File: src/iirpe_pkg.sv
// types, constants and register codes of the order-5 iir position estimator
`default_nettype none

package iirpe_pkg;

  localparam int unsigned DataWidthDefault = 24;
  localparam int unsigned CoefWidth        = 24;
  localparam int unsigned CoefFrac         = 20;
  localparam int unsigned NumCoefs         = 7;
  localparam int unsigned HistDepth        = 5;
  localparam int unsigned CfgIdxWidth      = 3;

  typedef logic signed [CoefWidth-1:0] coef_t;

  typedef struct packed {
    coef_t b0;
    coef_t b1;
    coef_t a1;
    coef_t a2;
    coef_t a3;
    coef_t a4;
    coef_t a5;
  } coef_set_t;

  typedef enum logic [CfgIdxWidth-1:0] {
    COEF_B0 = 3'd0,
    COEF_B1 = 3'd1,
    COEF_A1 = 3'd2,
    COEF_A2 = 3'd3,
    COEF_A3 = 3'd4,
    COEF_A4 = 3'd5,
    COEF_A5 = 3'd6
  } coef_idx_e;

  localparam coef_set_t CoefReset = '{
    b0: coef_t'(0),
    b1: coef_t'(20248),
    a1: coef_t'(-3811574),
    a2: coef_t'(5959057),
    a3: coef_t'(-4950327),
    a4: coef_t'(2168455),
    a5: coef_t'(-397620)
  };

endpackage

`default_nettype wire

File: src/iirpe_coef_regs.sv
// coefficient register file written through the configuration port
`default_nettype none

module iirpe_coef_regs (
  input  logic                                clk_i,
  input  logic                                rst_ni,
  input  logic                                cfg_we_i,
  input  logic [iirpe_pkg::CfgIdxWidth-1:0]   cfg_index_i,
  input  logic [iirpe_pkg::CoefWidth-1:0]     cfg_data_i,
  output iirpe_pkg::coef_set_t                coefs_o
);

  iirpe_pkg::coef_set_t coefs_q, coefs_d;

  always_comb begin
    coefs_d = coefs_q;
    if (cfg_we_i) begin
      unique case (iirpe_pkg::coef_idx_e'(cfg_index_i))
        iirpe_pkg::COEF_B0: coefs_d.b0 = cfg_data_i;
        iirpe_pkg::COEF_B1: coefs_d.b1 = cfg_data_i;
        iirpe_pkg::COEF_A1: coefs_d.a1 = cfg_data_i;
        iirpe_pkg::COEF_A2: coefs_d.a2 = cfg_data_i;
        iirpe_pkg::COEF_A3: coefs_d.a3 = cfg_data_i;
        iirpe_pkg::COEF_A4: coefs_d.a4 = cfg_data_i;
        iirpe_pkg::COEF_A5: coefs_d.a5 = cfg_data_i;
        default:            coefs_d    = coefs_q;
      endcase
    end
  end

  always_ff @(posedge clk_i or negedge rst_ni) begin
    if (!rst_ni) begin
      coefs_q <= iirpe_pkg::CoefReset;
    end else begin
      coefs_q <= coefs_d;
    end
  end

  assign coefs_o = coefs_q;

endmodule

`default_nettype wire

File: config.mk
export PLATFORM = sky130hd
export DESIGN_NAME = iirpe_coef_regs
export DESIGN_NICKNAME = d
export VERILOG_FILES = /design/src/iirpe_pkg.sv /design/src/iirpe_coef_regs.sv
export SDC_FILE = /design/constraint.sdc
export NUM_CORES = 1
export LEC_CHECK = 0
export ABC_CLOCK_PERIOD_IN_PS = 1000
export BUFFER_PORTS_ARGS = -buffer_cell sky130_fd_sc_hd__buf_2
export CAP_MARGIN = 40
export CELL_PAD_IN_SITES_DETAIL_PLACEMENT = 0
export CELL_PAD_IN_SITES_GLOBAL_PLACEMENT = 1
export CORE_ASPECT_RATIO = 0.9
export CORE_MARGIN = 5
export CORE_UTILIZATION = 42
export DETAILED_ROUTE_END_ITERATION = 8
export PLACE_DENSITY_LB_ADDON = 0.25
export SLEW_MARGIN = 20
export SYNTH_ARGS = -nofsm -noshare
export SYNTH_HDL_FRONTEND = slang
export SYNTH_SLANG_ARGS = --single-unit
File: constraint.sdc
create_clock -name clk_i -period 1 [get_ports clk_i]
set_input_delay 0.2 -clock clk_i [delete_from_list [all_inputs] [get_ports clk_i]]
set_output_delay 0.2 -clock clk_i [all_outputs]
set_load 0.01 [all_outputs]
## Word-level counts from Yosys, hierarchy flattened

Index checks and enable logic that the tools add are counted.

| storage, ports and cells | value |
|---|---|
| output and inout bits | 168 |
| register bits | 168 |

| cells by class | value |
|---|---|
| equality and inequality tests | 6 |
| reductions and logical operators | 8 |

Operators with widths:

| cell | count |
|---|---|
| $reduce_and A2 Y1 | 7 |
| $eq A3 B3 Y1 const B | 3 |
| $eq A3 B2 Y1 const B | 2 |
| $eq A3 B1 Y1 const B | 1 |
| $logic_not A3 Y1 | 1 |

## Depth between registers and ports, before layout

| depth | value |
|---|---|
| depth after elaboration | 2 |
| gate-level depth with buffers | 5 |

## Worst setup path before layout

Ideal clock, no wire load.

| timing path | value |
|---|---|
| path type | input-to-reg |
| start | in cfg_index_i[0] (netlist name) |
| end | reg coefs_q (netlist bit coefs_o[144]) |
| cell stages on the path | 4 |
| setup slack | -0.419 ns |
| buffers on the path | 2 |
| arrival | 1.292 ns |
| setup time | 0.127 ns |
| cells stage by stage | buf_2 -> nor4b_4 -> buf_6 -> mux2_1 |

| on the way | value |
|---|---|
| longest elaborated chain between the ends | 2 |

Ends and longest elaborated chain:

| what | RTL line | RTL |
|---|---|---|
| start, declared | iirpe_coef_regs.sv:8 | `input logic [iirpe_pkg::CfgIdxWidth-1:0] cfg_index_i,` |
| $logic_not A3 Y1 | iirpe_coef_regs.sv:18 | `unique case (iirpe_pkg::coef_idx_e'(cfg_index_i))` |
| $reduce_and A2 Y1 (no line) | n/a |  |
| end signal, assigned | iirpe_coef_regs.sv:33 | `coefs_q <= iirpe_pkg::CoefReset;` |
| end signal, assigned | iirpe_coef_regs.sv:35 | `coefs_q <= coefs_d;` |
| end, declared | iirpe_coef_regs.sv:13 | `iirpe_pkg::coef_set_t coefs_q, coefs_d;` |

Every way passes these cells.
A chain may end at the register's enable or synchronous reset.

## Final worst setup path

| timing path | value |
|---|---|
| start | reg coefs_q (netlist bit coefs_o[106]) |
| end | out coefs_o[106] (netlist name) |

RTL lines:

| what | RTL line | RTL |
|---|---|---|
| end, declared | iirpe_coef_regs.sv:10 | `output iirpe_pkg::coef_set_t coefs_o` |

No word-level cell between the ends.

==> metrics.csv <==
stage,metric,value,unit
floorplanning,chip height,127,µm
global_routing,grt total ovfl,0,
power,power density cells,2280,mW/mm²
drt,1st-iter DRT viols,139,
floorplanning,core area,0.0149,mm²
critical_path,worst-path cell chain,buf_6,
timing,Hold Slack,0.105,ns
timing,RSZ-0062 raised after global routing,true,
critical_path,CP startpoint,coefs_o[106]$_DFFE_PN1P_,
logic_synthesis,Post-Syn Area,0.00642,mm²
min_path,worst hold path cell count,2,
min_path,worst min-delay path category,primary input to flop,
global_routing,initial antenna violation count,0,
critical_path,CP Buf/Inv Count,1,
global_routing,largest net degree at the start of global routing,60,
timing,Worst Skew,0,ns
logic_synthesis,Post-Synthesis Cells,364,
clock_tree,Clock Tree Buf Depth,2,
logic_synthesis,dominant cell type by area after synthesis,dfrtp_1,
run_status,run status,"complete, but fails checks",
drt,WL/cell,20.2,µm
timing,Max Freq,783,MHz
critical_path,CP max FO,2,
timing,min Tclk post-route,1.28,ns
critical_path,"delay-heaviest family, CP",flip-flops,
critical_path,Critical R2R Launch,coefs_o[46]$_DFFE_PN0P_,
clock_tree,Root Driver,clkbuf_16,
place,Setup Slack @ Placement,-0.428,ns
power,Leakage Power,4.78,nW
timing,Final TNS setup,-31.05,ns
clock_tree,count of clock tree sinks,168,
logic_synthesis,Ys Warns,0,
global_routing,GR Util All Layers,19.2,%
drt,via-per-instance ratio,4.87,
timing,Final period util,128,%
place,Detail Placement HPWL,11.6,mm
drt,post-route ant nets,0,
clock_tree,"CTS clk-pin slew, worst paths",0.06,ns
critical_path,WP data required,0.80,ns
finish,share of cells above drive strength 1,83.7,%
finish,Fillers,1060,
drt,First-pass DRT Iterations,4,
drt,final WL,17.5,mm
critical_path,CP Capture Type,output pin,
floorplanning,Die ar.,0.0179,mm²
place,PortBufs,197,
power,Max rail drop VDD,0.00131,V
finish,max FFs per register,168,
drt,DRC Markers,0,
critical_path,Stages on worst setup path,1,
finish,Final Non-Filler Cells,867,
floorplanning,Die Wd,140,µm
logic_synthesis,Syn Area/Cell,17.7,µm²
timing,final worst slack,-0.277,ns
job,max-cap viol count,0,
critical_path,crit path DAT,1.08,ns
place,placed insts,758,
timing,Tightest Pin Transition,0.310,ns
clock_tree,CTS tree,yes,
critical_path,kind of critical path,flop to output pin,
timing,endpoints failing setup,180,
run_status,failing checks,setup timing,
critical_path,CP max-delay cell,dfstp_2,
floorplanning,Starting Density,43.2,%
drt,DR vias,4224,
clock_tree,clk_lat worst skew,0.41,ns
finish,Syn-to-layout area delta,57.2,%
finish,Ant. Diodes,0,
finish,layout net count,686,
global_routing,global-route wire length before repair,26.5,mm
min_path,Hold Startpoint,cfg_data_i[20],
critical_path,reg2reg path depth,3,
timing,Slew Limit Headroom,79.3,%
critical_path,max incr delay on CP,0.56,ns
floorplanning,row count,42,
timing,"Slew Viols, Final",0,
clock_tree,Num CTS Buffers,17,
clock_tree,H-tree levels,4,
critical_path,CP startpoint kind,flop,
logic_synthesis,Synth top area share,38.2,%
logic_synthesis,register area share after synthesis,66.8,%
logic_synthesis,leading post-synthesis cells by cell area,"dfrtp_1 (38%), dfstp_2 (29%), mux2_2 (23%)",
logic_synthesis,"Distinct cells, synth",10,
timing,"Hold Violations, Final",0,
logic_synthesis,Synth Net Count,394,
global_routing,vias in the first global route,4575,
floorplanning,# IOs,198,
logic_synthesis,Yosys reg bits,168,
place,Final GP Congestion,0.766,
power by group:
part	leakage [nW]	total, mW	switching [mW]	internal (mW)
Sequential	1.91	9.85	1.07	8.78
Clock	0.269	6.03	2.53	3.50
Combinational	2.60	7.09	2.49	4.61
layout make-up:
class,instances,area (µm²),area share [%]
clock buffers,25,505,5.01
clock inverters,7,43.8,0.434
multi-input cells,175,2320,23.0
flip-flops and latches,168,4290,42.5
well taps,198,248,2.45
repair buffers,294,2690,26.6
stage by stage:
step,area (µm²),util [%],power [mW]
2_1_floorplan,6870,-,12.3
3_3_place_gp,8190,55.0,14.5
3_5_place_dp,8190,55.0,14.7
4_1_cts,9730,65.4,22.6
5_1_grt,10100,67.9,24.0
6_report,10100,67.9,23.0
cell usage after synthesis:
cell,instances
mux2_1,35
and4bb_1,3
nor4b_4,1
buf_2,12
mux2_2,133
dfrtp_1,98
buf_4,7
dfstp_2,70
nand4b_2,3
buf_6,2
cells in the final DEF, fill, tap and decap left out:
cell and n:
dlygate4sd3_1 1, clkinv_2 4, dfstp_2 70, clkbuf_16 19
clkinvlp_4 2, buf_12 15, mux2_4 86, clkinv_4 1
dfrtp_1 98, nand4b_2 3, mux2_2 75, buf_6 125
buf_2 85, clkbuf_1 3, nor4b_4 1, and4bb_2 3
buf_4 66, mux2_1 7, clkbuf_8 5
final timing paths:
check	end	slack, ns
setup reg to reg	coefs_o[46]$_DFFE_PN0P_	-0.03
max in group asynchronous	coefs_o[128]$_DFFE_PN1P_	0.22
hold / removal	coefs_o[164]$_DFFE_PN0P_	0.11
setup / recovery	coefs_o[106]	-0.28
hold reg to reg	coefs_o[39]$_DFFE_PN0P_	0.50
min in group asynchronous	coefs_o[74]$_DFFE_PN0P_	0.18
logic make-up (layout without fill, tap and decap cells):
kind of cell  after synthesis  in the layout  synth area share (%)
mux                       168            168                  29.4
flops                     168            168                  66.8
buf+inv                    21            326                  2.10
simple gates                7              7                  1.66
layer usage:
metal  part of all wire [%]  global-route usage, %  vias to the layer above
met4                    2.0                   6.67                        0
met1                     44                   24.6                     2202
li1                       -                      -                     1874
met3                    5.7                   6.13                       24
met5                      0                      0                        -
met2                     48                   30.9                      124
timing repair:
action	CTS	global route
buffers inserted	48	26
gates resized for setup	109	28
endpoints found under the setup margin	168	170
hold endpoints to repair	102	0
pin swaps	0	1
hold buffers	1	0
cloned	0	2
No activity file was read; power rests on OpenSTA's default activity.
